File: src/rtl/core/lspid_pkg.sv
`timescale 1ns / 1ps
// ----------------------------------------------------------------------------
// lspid_pkg
// Shared types, widths and constants of the line sensor PID steering block.
// ----------------------------------------------------------------------------
package lspid_pkg;

	localparam int NUM_SENSORS    = 15;
	localparam int IDX_W          = 4;
	localparam int THRESH_W       = 12;
	localparam int GAIN_W         = 8;
	localparam int SPEED_W        = 8;
	localparam int ERR_W          = 6;
	localparam int WEIGHT_W       = 4;
	localparam int TURN_W         = 16;
	localparam int CFG_IDX_W      = 3;
	localparam int CFG_DATA_W     = 12;
	localparam int OVERRIDE_LIMIT = 10;
	localparam int ERROR_LIMIT    = 21;

	localparam logic [IDX_W-1:0] FRONT_INDEX = 4'd15;

	typedef enum logic [CFG_IDX_W-1:0] {
		REG_THRESHOLD  = 3'd0,
		REG_GAIN_P     = 3'd1,
		REG_GAIN_I     = 3'd2,
		REG_GAIN_D     = 3'd3,
		REG_BASE_SPEED = 3'd4
	} reg_idx_t;

	typedef struct packed {
		logic        [THRESH_W-1:0] threshold;
		logic signed [GAIN_W-1:0]   gain_p;
		logic signed [GAIN_W-1:0]   gain_i;
		logic signed [GAIN_W-1:0]   gain_d;
		logic signed [SPEED_W-1:0]  base_speed;
	} cfg_t;

	typedef struct packed {
		logic                    valid;
		logic signed [ERR_W-1:0] err;
		logic signed [ERR_W:0]   diff;
	} err_stage_t;

	// Position weight of each line sensor, left to right.
	function automatic logic signed [WEIGHT_W-1:0] sensor_weight(input logic [IDX_W-1:0] idx);
		logic signed [WEIGHT_W-1:0] w;
		case (idx)
			4'd0, 4'd1:        w = -4'sd4;
			4'd2, 4'd3, 4'd4:  w = -4'sd3;
			4'd5, 4'd6:        w = -4'sd2;
			4'd8, 4'd9:        w = 4'sd2;
			4'd10, 4'd11, 4'd12: w = 4'sd3;
			4'd13, 4'd14:      w = 4'sd4;
			default:           w = 4'sd0;
		endcase
		return w;
	endfunction

endpackage

File: src/rtl/core/lspid_sample_if.sv
`timescale 1ns / 1ps
// ----------------------------------------------------------------------------
// lspid_sample_if
// Sensor sample channel: one reflectance sample per transfer.
// ----------------------------------------------------------------------------
interface lspid_sample_if #(
	parameter int SAMPLE_BITS = 12
);
	import lspid_pkg::*;

	logic                   valid;
	logic                   ready;
	logic [IDX_W-1:0]       sensor_index;
	logic [SAMPLE_BITS-1:0] sensor_value;

	modport source (output valid, output sensor_index, output sensor_value, input ready);
	modport sink   (input valid, input sensor_index, input sensor_value, output ready);
endinterface

File: src/rtl/core/lspid_steer_if.sv
`timescale 1ns / 1ps
// ----------------------------------------------------------------------------
// lspid_steer_if
// Steering result channel: turn rate, speed and line error per transfer.
// ----------------------------------------------------------------------------
interface lspid_steer_if;
	import lspid_pkg::*;

	logic                      valid;
	logic                      ready;
	logic signed [TURN_W-1:0]  turn_rate;
	logic signed [SPEED_W-1:0] drive_speed;
	logic signed [ERR_W-1:0]   line_error;

	modport source (output valid, output turn_rate, output drive_speed, output line_error,
		input ready);
	modport sink   (input valid, input turn_rate, input drive_speed, input line_error,
		output ready);
endinterface

File: src/rtl/core/lspid_cfg_if.sv
`timescale 1ns / 1ps
// ----------------------------------------------------------------------------
// lspid_cfg_if
// Configuration write channel: register index and write data per transfer.
// ----------------------------------------------------------------------------
interface lspid_cfg_if;
	import lspid_pkg::*;

	logic                  valid;
	logic                  ready;
	logic [CFG_IDX_W-1:0]  index;
	logic [CFG_DATA_W-1:0] data;

	modport source (output valid, output index, output data, input ready);
	modport sink   (input valid, input index, input data, output ready);
endinterface

File: src/rtl/core/lspid_cfg_regs.sv
`timescale 1ns / 1ps
// ----------------------------------------------------------------------------
// lspid_cfg_regs
// Configuration register file: threshold, PID gains and base speed.
// ----------------------------------------------------------------------------
module lspid_cfg_regs (
	input  logic              clk,
	input  logic              arst_n,
	lspid_cfg_if.sink         cfg,
	output lspid_pkg::cfg_t   cfg_o
);
	import lspid_pkg::*;

	cfg_t regs_q;

	assign cfg.ready = 1'b1;
	assign cfg_o     = regs_q;

	always_ff @(posedge clk or negedge arst_n) begin
		if (!arst_n) begin
			regs_q.threshold  <= THRESH_W'(800);
			regs_q.gain_p     <= GAIN_W'(12);
			regs_q.gain_i     <= '0;
			regs_q.gain_d     <= '0;
			regs_q.base_speed <= SPEED_W'(30);
		end else if (cfg.valid) begin
			unique case (reg_idx_t'(cfg.index))
				REG_THRESHOLD:  regs_q.threshold  <= cfg.data;
				REG_GAIN_P:     regs_q.gain_p     <= cfg.data[GAIN_W-1:0];
				REG_GAIN_I:     regs_q.gain_i     <= cfg.data[GAIN_W-1:0];
				REG_GAIN_D:     regs_q.gain_d     <= cfg.data[GAIN_W-1:0];
				REG_BASE_SPEED: regs_q.base_speed <= cfg.data[SPEED_W-1:0];
				default: ;
			endcase
		end
	end

endmodule

File: src/rtl/core/lspid_error_stage.sv
`timescale 1ns / 1ps
// ----------------------------------------------------------------------------
// lspid_error_stage
// Input register, weighted frame error, front override and saturating integral.
// ----------------------------------------------------------------------------
module lspid_error_stage #(
	parameter int SAMPLE_BITS   = 12,
	parameter int INTEGRAL_BITS = 24
) (
	input  logic                            clk,
	input  logic                            arst_n,
	lspid_sample_if.sink                    sample,
	input  lspid_pkg::cfg_t                 cfg,
	output lspid_pkg::err_stage_t           stage_o,
	output logic signed [INTEGRAL_BITS-1:0] integ_o,
	input  logic                            stage_ready
);
	import lspid_pkg::*;

	localparam int CMP_W = (SAMPLE_BITS > THRESH_W) ? SAMPLE_BITS : THRESH_W;
	localparam logic signed [ERR_W:0]   ERR_HI = (ERR_W+1)'(ERROR_LIMIT);
	localparam logic signed [ERR_W:0]   ERR_LO = -ERR_HI;
	localparam logic signed [ERR_W-1:0] OVR_HI = ERR_W'(OVERRIDE_LIMIT);
	localparam logic signed [ERR_W-1:0] OVR_LO = -OVR_HI;

	logic                   valid_s1;
	logic [IDX_W-1:0]       idx_s1;
	logic [SAMPLE_BITS-1:0] sample_s1;

	logic                            valid_s2;
	logic signed [ERR_W-1:0]         err_s2;
	logic signed [ERR_W:0]           diff_s2;
	logic signed [INTEGRAL_BITS-1:0] integ_s2;

	logic signed [ERR_W-1:0]         frame_q;
	logic signed [ERR_W-1:0]         prev_q;
	logic signed [INTEGRAL_BITS-1:0] integ_q;

	logic                            en1, en2, take;
	logic                            above, is_front, over;
	logic signed [ERR_W:0]           wsum;
	logic signed [ERR_W-1:0]         frame_next, err_cur;
	logic signed [ERR_W:0]           diff_cur;
	logic signed [INTEGRAL_BITS:0]   isum;
	logic signed [INTEGRAL_BITS-1:0] integ_next;

	assign en2          = !valid_s2 || stage_ready;
	assign en1          = !valid_s1 || en2;
	assign take         = valid_s1 && en2;
	assign sample.ready = en1;

	always_comb begin
		above    = CMP_W'(sample_s1) > CMP_W'(cfg.threshold);
		is_front = (idx_s1 == FRONT_INDEX);

		wsum = (ERR_W+1)'(frame_q) + (ERR_W+1)'(sensor_weight(idx_s1));
		if (wsum > ERR_HI)
			frame_next = ERR_W'(ERR_HI);
		else if (wsum < ERR_LO)
			frame_next = ERR_W'(ERR_LO);
		else
			frame_next = wsum[ERR_W-1:0];

		over    = (frame_q > OVR_HI) || (frame_q < OVR_LO);
		err_cur = (over && above) ? '0 : frame_q;

		diff_cur = (ERR_W+1)'(err_cur) - (ERR_W+1)'(prev_q);

		isum = (INTEGRAL_BITS+1)'(integ_q) + (INTEGRAL_BITS+1)'(err_cur);
		if (isum[INTEGRAL_BITS] != isum[INTEGRAL_BITS-1])
			integ_next = isum[INTEGRAL_BITS] ? {1'b1, {(INTEGRAL_BITS-1){1'b0}}}
				: {1'b0, {(INTEGRAL_BITS-1){1'b1}}};
		else
			integ_next = isum[INTEGRAL_BITS-1:0];
	end

	always_ff @(posedge clk or negedge arst_n) begin
		if (!arst_n) begin
			valid_s1 <= 1'b0;
		end else if (en1) begin
			valid_s1 <= sample.valid;
		end
	end

	always_ff @(posedge clk) begin
		if (en1 && sample.valid) begin
			idx_s1    <= sample.sensor_index;
			sample_s1 <= sample.sensor_value;
		end
	end

	always_ff @(posedge clk or negedge arst_n) begin
		if (!arst_n) begin
			frame_q <= '0;
			prev_q  <= '0;
			integ_q <= '0;
		end else if (take) begin
			if (is_front) begin
				frame_q <= '0;
				prev_q  <= err_cur;
				integ_q <= integ_next;
			end else if (above) begin
				frame_q <= frame_next;
			end
		end
	end

	always_ff @(posedge clk or negedge arst_n) begin
		if (!arst_n) begin
			valid_s2 <= 1'b0;
		end else if (en2) begin
			valid_s2 <= valid_s1 && is_front;
		end
	end

	always_ff @(posedge clk) begin
		if (take && is_front) begin
			err_s2   <= err_cur;
			diff_s2  <= diff_cur;
			integ_s2 <= integ_next;
		end
	end

	assign stage_o.valid = valid_s2;
	assign stage_o.err   = err_s2;
	assign stage_o.diff  = diff_s2;
	assign integ_o       = integ_s2;

endmodule

File: src/rtl/core/lspid_pid_stage.sv
`timescale 1ns / 1ps
// ----------------------------------------------------------------------------
// lspid_pid_stage
// Gain products, PID sum with 16-bit saturation and the result register.
// ----------------------------------------------------------------------------
module lspid_pid_stage #(
	parameter int INTEGRAL_BITS = 24
) (
	input  logic                            clk,
	input  logic                            arst_n,
	input  lspid_pkg::cfg_t                 cfg,
	input  lspid_pkg::err_stage_t           stage_i,
	input  logic signed [INTEGRAL_BITS-1:0] integ_i,
	output logic                            stage_ready,
	lspid_steer_if.source                   steer
);
	import lspid_pkg::*;

	localparam int PP_W  = GAIN_W + ERR_W;
	localparam int PD_W  = GAIN_W + ERR_W + 1;
	localparam int PI_W  = GAIN_W + INTEGRAL_BITS;
	localparam int SUM_W = PI_W + 2;

	logic                    valid_s3;
	logic signed [PP_W-1:0]  pp_s3;
	logic signed [PI_W-1:0]  pi_s3;
	logic signed [PD_W-1:0]  pd_s3;
	logic signed [ERR_W-1:0] err_s3;

	logic                      out_valid_q;
	logic signed [TURN_W-1:0]  turn_q;
	logic signed [SPEED_W-1:0] speed_q;
	logic signed [ERR_W-1:0]   err_q;

	logic                       en_o, en3;
	logic signed [SUM_W-1:0]    sum;
	logic [SUM_W-TURN_W:0]      hi_bits;
	logic signed [TURN_W-1:0]   turn_next;

	assign en_o        = !out_valid_q || steer.ready;
	assign en3         = !valid_s3 || en_o;
	assign stage_ready = en3;

	always_comb begin
		sum = SUM_W'(pp_s3) + SUM_W'(pi_s3) + SUM_W'(pd_s3);
		hi_bits = sum[SUM_W-1:TURN_W-1];
		if ((&hi_bits) || !(|hi_bits))
			turn_next = sum[TURN_W-1:0];
		else
			turn_next = sum[SUM_W-1] ? {1'b1, {(TURN_W-1){1'b0}}}
				: {1'b0, {(TURN_W-1){1'b1}}};
	end

	always_ff @(posedge clk or negedge arst_n) begin
		if (!arst_n) begin
			valid_s3 <= 1'b0;
		end else if (en3) begin
			valid_s3 <= stage_i.valid;
		end
	end

	always_ff @(posedge clk) begin
		if (en3 && stage_i.valid) begin
			pp_s3  <= PP_W'($signed(cfg.gain_p)) * PP_W'(stage_i.err);
			pi_s3  <= PI_W'($signed(cfg.gain_i)) * PI_W'(integ_i);
			pd_s3  <= PD_W'($signed(cfg.gain_d)) * PD_W'(stage_i.diff);
			err_s3 <= stage_i.err;
		end
	end

	always_ff @(posedge clk or negedge arst_n) begin
		if (!arst_n) begin
			out_valid_q <= 1'b0;
		end else if (en_o) begin
			out_valid_q <= valid_s3;
		end
	end

	always_ff @(posedge clk) begin
		if (en_o && valid_s3) begin
			turn_q  <= turn_next;
			speed_q <= cfg.base_speed;
			err_q   <= err_s3;
		end
	end

	assign steer.valid       = out_valid_q;
	assign steer.turn_rate   = turn_q;
	assign steer.drive_speed = speed_q;
	assign steer.line_error  = err_q;

endmodule

File: src/rtl/core/line_sensor_pid_steering.sv
`timescale 1ns / 1ps
// ----------------------------------------------------------------------------
// line_sensor_pid_steering
// PID steering from a weighted reflectance sensor array, one sample per transfer.
// ----------------------------------------------------------------------------
// Takes one sample per cycle unless a stalled result backs up the pipe. Line
// sensors 0..14 above threshold add their position weight to the frame
// error; the front sensor (index 15) closes the frame and yields one
// steering result. A front sample passes the input register, error/integral
// stage, product stage and result register before it appears on the steer
// channel. The frame error update in the error stage, done for each sample,
// sets the one-sample-per-cycle rate. Each stage holds only while its successor
// is full and stalled, so samples keep flowing while a finished result waits.
module line_sensor_pid_steering #(
	parameter int SAMPLE_BITS   = 12,
	parameter int INTEGRAL_BITS = 24
) (
	input  logic          clk,
	input  logic          arst_n,
	lspid_sample_if.sink  sample,
	lspid_steer_if.source steer,
	lspid_cfg_if.sink     cfg
);
	import lspid_pkg::*;

	cfg_t                            cfg_regs;
	err_stage_t                      err_stage;
	logic signed [INTEGRAL_BITS-1:0] integ;
	logic                            pid_ready;

	lspid_cfg_regs u_cfg_regs (
		.clk    (clk),
		.arst_n (arst_n),
		.cfg    (cfg),
		.cfg_o  (cfg_regs)
	);

	lspid_error_stage #(
		.SAMPLE_BITS   (SAMPLE_BITS),
		.INTEGRAL_BITS (INTEGRAL_BITS)
	) u_error_stage (
		.clk         (clk),
		.arst_n      (arst_n),
		.sample      (sample),
		.cfg         (cfg_regs),
		.stage_o     (err_stage),
		.integ_o     (integ),
		.stage_ready (pid_ready)
	);

	lspid_pid_stage #(
		.INTEGRAL_BITS (INTEGRAL_BITS)
	) u_pid_stage (
		.clk         (clk),
		.arst_n      (arst_n),
		.cfg         (cfg_regs),
		.stage_i     (err_stage),
		.integ_i     (integ),
		.stage_ready (pid_ready),
		.steer       (steer)
	);

	// input backpressure only comes from a full pipe behind a stalled result
	a_stall_source: assert property (@(posedge clk) disable iff (!arst_n)
		!sample.ready |-> (steer.valid && !steer.ready))
		else $error("sample stalled without a stalled result");

	a_line_error_range: assert property (@(posedge clk) disable iff (!arst_n)
		steer.valid |-> ((steer.line_error <= 6'sd21) && (steer.line_error >= -6'sd21)))
		else $error("line error outside frame range");

	a_diff_range: assert property (@(posedge clk) disable iff (!arst_n)
		err_stage.valid |-> ((err_stage.diff <= 7'sd42) && (err_stage.diff >= -7'sd42)))
		else $error("error difference outside range");

endmodule
File: src/flat_wrapper.sv
// flat-port wrapper written by rule: the top's interface ports become plain ports
module line_sensor_pid_steering_flat import lspid_pkg::*;
#(
	parameter int SAMPLE_BITS   = 12,
	parameter int INTEGRAL_BITS = 24
)
  (clk, arst_n, sample_valid, sample_sensor_index, sample_sensor_value, sample_ready, steer_valid, steer_turn_rate, steer_drive_speed, steer_line_error, steer_ready, cfg_valid, cfg_index, cfg_data, cfg_ready);
  lspid_sample_if #(.SAMPLE_BITS(SAMPLE_BITS)) sample_i ();
  lspid_steer_if steer_i ();
  lspid_cfg_if cfg_i ();
  input  logic clk;
  input  logic arst_n;
  input wire logic [$bits(sample_i.valid)-1:0] sample_valid;
  input wire logic [$bits(sample_i.sensor_index)-1:0] sample_sensor_index;
  input wire logic [$bits(sample_i.sensor_value)-1:0] sample_sensor_value;
  output wire logic [$bits(sample_i.ready)-1:0] sample_ready;
  output wire logic [$bits(steer_i.valid)-1:0] steer_valid;
  output wire logic [$bits(steer_i.turn_rate)-1:0] steer_turn_rate;
  output wire logic [$bits(steer_i.drive_speed)-1:0] steer_drive_speed;
  output wire logic [$bits(steer_i.line_error)-1:0] steer_line_error;
  input wire logic [$bits(steer_i.ready)-1:0] steer_ready;
  input wire logic [$bits(cfg_i.valid)-1:0] cfg_valid;
  input wire logic [$bits(cfg_i.index)-1:0] cfg_index;
  input wire logic [$bits(cfg_i.data)-1:0] cfg_data;
  output wire logic [$bits(cfg_i.ready)-1:0] cfg_ready;
  assign sample_i.valid = sample_valid;
  assign sample_i.sensor_index = sample_sensor_index;
  assign sample_i.sensor_value = sample_sensor_value;
  assign sample_ready = sample_i.ready;
  assign steer_valid = steer_i.valid;
  assign steer_turn_rate = steer_i.turn_rate;
  assign steer_drive_speed = steer_i.drive_speed;
  assign steer_line_error = steer_i.line_error;
  assign steer_i.ready = steer_ready;
  assign cfg_i.valid = cfg_valid;
  assign cfg_i.index = cfg_index;
  assign cfg_i.data = cfg_data;
  assign cfg_ready = cfg_i.ready;
  line_sensor_pid_steering #(.SAMPLE_BITS(SAMPLE_BITS), .INTEGRAL_BITS(INTEGRAL_BITS)) u_core (.clk(clk), .arst_n(arst_n), .sample(sample_i), .steer(steer_i), .cfg(cfg_i));
endmodule
File: config.mk
export PLATFORM = sky130hd
export DESIGN_NAME = line_sensor_pid_steering_flat
export DESIGN_NICKNAME = d
export VERILOG_FILES = /design/src/rtl/core/lspid_pkg.sv /design/src/rtl/core/lspid_sample_if.sv /design/src/rtl/core/lspid_steer_if.sv /design/src/rtl/core/lspid_cfg_if.sv /design/src/rtl/core/lspid_cfg_regs.sv /design/src/rtl/core/lspid_error_stage.sv /design/src/rtl/core/lspid_pid_stage.sv /design/src/rtl/core/line_sensor_pid_steering.sv /design/src/flat_wrapper.sv
export SDC_FILE = /design/constraint.sdc
export NUM_CORES = 1
export LEC_CHECK = 0
export BUFFER_PORTS_ARGS = -buffer_cell sky130_fd_sc_hd__buf_2
export CORE_ASPECT_RATIO = 1.2
export CORE_UTILIZATION = 50
export DETAILED_ROUTE_END_ITERATION = 6
export GPL_ROUTABILITY_DRIVEN = 0
export PLACE_DENSITY = 0.78
export SLEW_MARGIN = 15
export SYNTH_ARGS = -nofsm -noshare
export SYNTH_HDL_FRONTEND = slang
export SYNTH_SLANG_ARGS = --single-unit
export TNS_END_PERCENT = 100
File: constraint.sdc
create_clock -name clk -period 9.6 [get_ports clk]
set_clock_uncertainty 0.15 [all_clocks]
set_input_delay 0.96 -clock clk [delete_from_list [all_inputs] [get_ports clk]]
set_output_delay 0.96 -clock clk [all_outputs]
set_load 0.005 [all_outputs]
==> flow_summary.yaml, run 1 <==
cts:
  ctsHoldBuffers: 0
  clock_sinks: 238
  cts_setup_buffers: 0
  clock_path_buffers: 3
  cts_root_buffer: "clkbuf_16"
  cts_resized: 0
  path_clk_slew_ns: 0.06
  numCtsBuffers: 26
  clock_latency_ns: 0.57
  htree_levels: 1
  cts_tree: "built"
floorplan:
  core_area_um2: 45800
  die_area_um2: 47200
  rows: 86
  initial_utilization: 0.505
  io_pins: 69
  die_y_um: 238
  die_w_um: 198
setup_path:
  crit_top_cell: "a21o_1"
  reg2reg_slack_ns: 2.10
  cp.arrival_ns: 7.80
  critPathSlowestCell: "nor2_1"
  worst-path-buf-inv: 1
  crit_fanout: 21
  required_ns: 9.89
  path_class: "register to register"
  worst_path_largest_cell_delay_ns: 0.90
  crit_path_end_kind: "register"
  critical_path.cell_chain: "inv_1, ha_1, a21o_1, a21o_1, a21o_1, a21o_1, a21oi_1, nor2b_1, o21ai_0, a21oi_1, o211ai_1, and2_1, ha_1, o21ai_0, a21boi_0, a21boi_0, a311oi_1, a211oi_1, o2111ai_1, a31oi_1, nor2_1, o21ai_0, mux2_2"
  cp_top_family: "compound AO/OA/AOI/OAI gates"
  cp-start-kind: "register"
global_routing:
  grt_pass1_vias: 17100
  antenna_found_initial: 0
  grt_first_pass_wirelength_um: 79800
  gr-total-overflow: 0
  grt_start_max_net_pins: 85
  track_usage: 0.207
synth:
  async_reset_ff_frac: 0.353
  synth_edf_count: 150
  synth_seq_cells: 238
  syn_inst: 2239
  yosysWarnings: 0
  synth_top_area_frac: 0.229
  synth_flop_cell: "edfxtp_1"
  syn_nets: 2738
  ys_types: 72
  seq_area_frac_synth: 0.289
  avgSynthCellArea_um2: 10.3
  netlist_area_um2: 23100
  synth_area_leaders: "fa_1 (23%), edfxtp_1 (19%), ha_1 (11%)"
  yosys.area.top_type: "fa_1"
routing:
  routedWlPerCell_um: 15.7
  drcViolationCount: 0
  drtIter0Drc: 948
  dr.pass1.iters: 5
  antenna_left: 0
  vias_per_cell: 5.38
  wirelength_um: 46200
  vias: 15800
finish:
  layout_commonest_cell: "inv_1"
  antenna_cells: 0
  nNetsFinal: 2794
  syn_to_final_growth_pct: 7.93
  mostFrequentLayoutCells: "inv_1 (358), fa_1 (265), and2_1 (212)"
  fin_util: 0.545
  drive_above_1_share: 0.0929
min_path:
  min_path_type: "register to register"
timing:
  maxSlewHeadroom: 0.228
  rsz0062_at_grt: "no"
  final-max-slew-violation-count: 0
  setup_viol: 0
  final_hold_viol_count: 0
  fmax_mhz: 133
  fin_crit_sh: 0.782
  setup_tns_ns: 0
  period_minus_slack_ns: 7.50
  max_slew.worst_pin.slew_ns: 1.13
status:
  status: "completed"
placed_design:
  port-buffer-count: 67
  dpl.hpwl_um: 36800
job:
  maxCapViolations: 0
-- cell usage after synthesis (16+ instances only) --
cell,n
ha_1,198
nor3_1,16
a21o_1,40
nand2b_1,33
mux2_2,52
inv_1,359
nand3_1,23
o21a_1,16
nand2_1,144
o21ai_0,88
and2_1,213
a21oi_1,108
fa_1,265
nor2_1,97
xnor2_1,81
dfrtp_1,75
o21bai_1,21
xor2_1,25
clkbuf_1,37
edfxtp_1,150
-- worst reg2reg max path: stages, from the launching register on --
cell and delay (ns):
dfstp_2 0.51, inv_1 0.04, ha_1 0.29, a21o_1 0.18, a21o_1 0.17, a21o_1 0.17, a21o_1 0.17, a21oi_1 0.14
nor2b_1 0.05, o21ai_0 0.15, a21oi_1 0.12, o211ai_1 0.38, and2_1 0.83, ha_1 0.43, o21ai_0 0.22, a21boi_0 0.20
a21boi_0 0.23, a311oi_1 0.62, a211oi_1 0.19, o2111ai_1 0.23, a31oi_1 0.36, nor2_1 0.90, o21ai_0 0.30, mux2_2 0.33
-- registers in the layout, indices dropped and copies added, names as in the netlist, 7 cells and up, named ones only --
register and cells:
u_core.u_cfg_regs.cfg_o 44, u_core.u_error_stage.sample_s1 12, u_core.u_error_stage.integ_q 24, u_core.u_pid_stage.pd_s3 15, u_core.u_pid_stage.steer.drive_speed 8, u_core.u_pid_stage.pi_s3 32, u_core.u_error_stage.diff_s2 7, u_core.u_pid_stage.pp_s3 14
u_core.u_error_stage.integ_o 24, u_core.u_pid_stage.steer.turn_rate 16
-- area by class of cell --
cell class / count / area, µm²
Clock buffer: 26 / 651
Timing Repair Buffer: 71 / 372
Sequential cell: 238 / 6700
Tap cell: 616 / 771
Fill cell: 3883 / 20900
Clock inverter: 22 / 206
Multi-Input combinational cell: 1599 / 14900
Inverter: 359 / 1350
-- per-stage QoR --
| stage | setup slack [ns] | hold WS [ns] | instances | instance area, µm² |
|---|---|---|---|---|
| finish | 2.10 | 0.270 | 2931 | 25000 |
| floorplan | 3.74 | 0.250 | 2239 | 23100 |
| global route | 1.42 | 0.274 | 2931 | 25000 |
| detailed placement | 2.15 | 0.255 | 2883 | 24100 |
| CTS | 2.15 | 0.269 | 2931 | 25000 |
| global placement | 2.50 | 0.254 | 2883 | 24100 |
-- routing by layer --
metal  routed length [µm]  part of all wire  GRT usage  vias up
met5                    0                 0          0        -
met4                 1290             0.028     0.0664        0
met3                 1700             0.037     0.0214       72
met2                24400              0.53      0.385      320
met1                18800              0.41      0.247     7872
li1                     -                 -          -     7509
-- kinds of logic after synthesis --
group                      synth area share
AOI/OAI and AO/OA                     0.106
and+or+nand+nor                       0.131
adders and majority gates             0.338
xor gates and xnor gates             0.0401
other                              0.000162
buffers and inverters                0.0659
DFF                                   0.289
muxes                                0.0288
-- final timing paths --
path	startpoint	endpoint	cells after the start
setup reg to reg	u_core.u_cfg_regs.cfg_o[37]$_DFFE_PN1P_	u_core.u_error_stage.integ_q[5]$_DFFE_PN0P_	23
max in group asynchronous	arst_n	u_core.u_error_stage.integ_q[22]$_DFFE_PN0P_	1
setup / recovery	u_core.u_cfg_regs.cfg_o[37]$_DFFE_PN1P_	u_core.u_error_stage.integ_q[5]$_DFFE_PN0P_	23
hold / removal	u_core.u_pid_stage.err_s3[5]$_DFFE_PP_	u_core.u_pid_stage.steer.line_error[5]$_DFFE_PP_	0
hold reg to reg	u_core.u_pid_stage.err_s3[5]$_DFFE_PP_	u_core.u_pid_stage.steer.line_error[5]$_DFFE_PP_	0
min in group asynchronous	arst_n	u_core.u_cfg_regs.cfg_o[42]$_DFFE_PN0P_	1
Power of run 1 is left out: the tool's default activity adds up to more than one toggle a clock period on the data nets, which glitch-free logic cannot reach.
==> run 2: changes to the inputs <==
==> constraint.sdc (replaced) <==
create_clock -name clk -period 7.8 [get_ports clk]
set_clock_uncertainty 0.15 [all_clocks]
set_input_delay 0.78 -clock clk [delete_from_list [all_inputs] [get_ports clk]]
set_output_delay 0.78 -clock clk [all_outputs]
set_load 0.005 [all_outputs]
==> flow_summary.yaml, run 2 (same netlist as run 1, synthesis figures left out) <==
cts:
  clock_path_buffers: 3
  cts_root_buffer: "clkbuf_16"
  ctsHoldBuffers: 0
  clock_sinks: 238
  htree_levels: 1
  cts_tree: "built"
  cts_setup_buffers: 0
  clock_latency_ns: 0.57
  numCtsBuffers: 26
  path_clk_slew_ns: 0.07
  cts_resized: 0
routing:
  drtIter0Drc: 780
  routedWlPerCell_um: 16.1
  wirelength_um: 47300
  dr.pass1.iters: 7
  drcViolationCount: 0
  vias: 15900
  antenna_left: 0
  vias_per_cell: 5.43
global_routing:
  track_usage: 0.211
  gr-total-overflow: 0
  antenna_found_initial: 1
  grtUsageMet3: 0.0180
  busiest_layer: "met2"
  gr-usage-met1: 0.251
  met2_usage: 0.391
  grt_pass1_vias: 17200
  grt_first_pass_wirelength_um: 80700
  grt_start_max_net_pins: 85
timing:
  fmax_mhz: 149
  max_slew.worst_pin.slew_ns: 1.07
  final-max-slew-violation-count: 0
  rsz0062_at_grt: "no"
  period_minus_slack_ns: 6.70
  setup_viol: 0
  fin_crit_sh: 0.860
  maxSlewHeadroom: 0.281
  final_hold_viol_count: 0
  setup_tns_ns: 0
finish:
  nNetsFinal: 2796
  largest_reg_flops: 44
  syn_to_final_growth_pct: 8.39
  fill_cells: 3881
  mostFrequentLayoutCells: "inv_1 (358), fa_1 (265), and2_1 (212)"
  layout_commonest_cell: "inv_1"
  antenna_cells: 0
  multiInputGateArea_um2: 14900
  drive_above_1_share: 0.0932
  final-seq-area_um2: 6700
floorplan:
  io_pins: 69
  core_area_um2: 45800
  die_area_um2: 47200
  die_y_um: 238
  initial_utilization: 0.505
  rows: 86
  die_w_um: 198
placed_design:
  port-buffer-count: 67
  dpl.hpwl_um: 37800
setup_path:
  cp-start-kind: "register"
  crit_fanout: 21
  required_ns: 8.10
  crit_path_end_kind: "register"
  cp.arrival_ns: 7.00
  path_class: "register to register"
min_path:
  min_path_type: "input port to async pin"
job:
  maxCapViolations: 0
status:
  status: "completed"
run 2: cell types whose count changed in the layout (fill, tap and decap cells not counted), sizes merged:
cell	before	now
buf	71	73
bufinv	1	5
clkinvlp	3	1
clkinv	14	8
clkbuf	26	30
run 2: cell type report:
| type | count | share of cell area |
|---|---|---|
| timing repair buffer | 73 | 0.0154 |
| sequential | 238 | 0.267 |
| inverter | 359 | 0.0537 |
| clock inverter | 18 | 0.0109 |
| multi-input combinational | 1599 | 0.595 |
| tap | 616 | 0.0307 |
| clock buffer | 30 | 0.0269 |
run 2: worst max-delay path: stages (launching register included):
cell,delay [ns]
dfstp_2,0.51
inv_1,0.04
ha_1,0.29
a21o_1,0.18
a21o_1,0.17
a21o_1,0.17
a21o_1,0.17
a21oi_1,0.14
nor2b_1,0.05
o21ai_0,0.14
a21oi_1,0.10
o211ai_1,0.38
and2_1,0.22
buf_4,0.27
ha_1,0.33
o21ai_0,0.23
a21boi_0,0.19
a21boi_0,0.20
a311oi_1,0.65
a211oi_1,0.20
o2111ai_1,0.24
a31oi_1,0.12
nor2_1,0.77
o21ai_0,0.32
mux2_2,0.34
run 2: routing by layer:
layer / vias to the layer above / wire (µm)
met5: - / 12
met3: 105 / 1730
li1: 7521 / -
met1: 7952 / 19300
met4: 2 / 1530
met2: 354 / 24700
run 2: through the flow:
step	setup WS, ns	hold WS (ns)	instances	area [µm²]	utilization
floorplan	1.94	0.250	2239	23100	-
global placement	1.43	0.252	2885	24100	0.527
detailed placement	1.16	0.255	2885	24100	0.527
CTS	1.14	0.214	2933	25100	0.547
global route	0.529	0.181	2933	25100	0.547
finish	1.10	0.0906	2933	25100	0.547
run 2: final timing paths:
kind	from	endpoint	slack, ns	cells past startpoint
max in group asynchronous	arst_n	u_core.u_cfg_regs.cfg_o[23]$_DFFE_PN0P_	6.81	1
hold reg to reg	u_core.u_pid_stage.err_s3[3]$_DFFE_PP_	u_core.u_pid_stage.steer.line_error[3]$_DFFE_PP_	0.26	0
setup reg to reg	u_core.u_cfg_regs.cfg_o[37]$_DFFE_PN1P_	u_core.u_error_stage.integ_q[20]$_DFFE_PN0P_	1.10	24
setup / recovery	u_core.u_cfg_regs.cfg_o[37]$_DFFE_PN1P_	u_core.u_error_stage.integ_q[20]$_DFFE_PN0P_	1.10	24
hold / removal	arst_n	u_core.u_cfg_regs.cfg_o[43]$_DFFE_PN0P_	0.09	1
min in group clk	sample_sensor_value[3]	u_core.u_error_stage.sample_s1[3]$_DFFE_PP_	0.23	1
Power of run 2 is left out for the same reason.
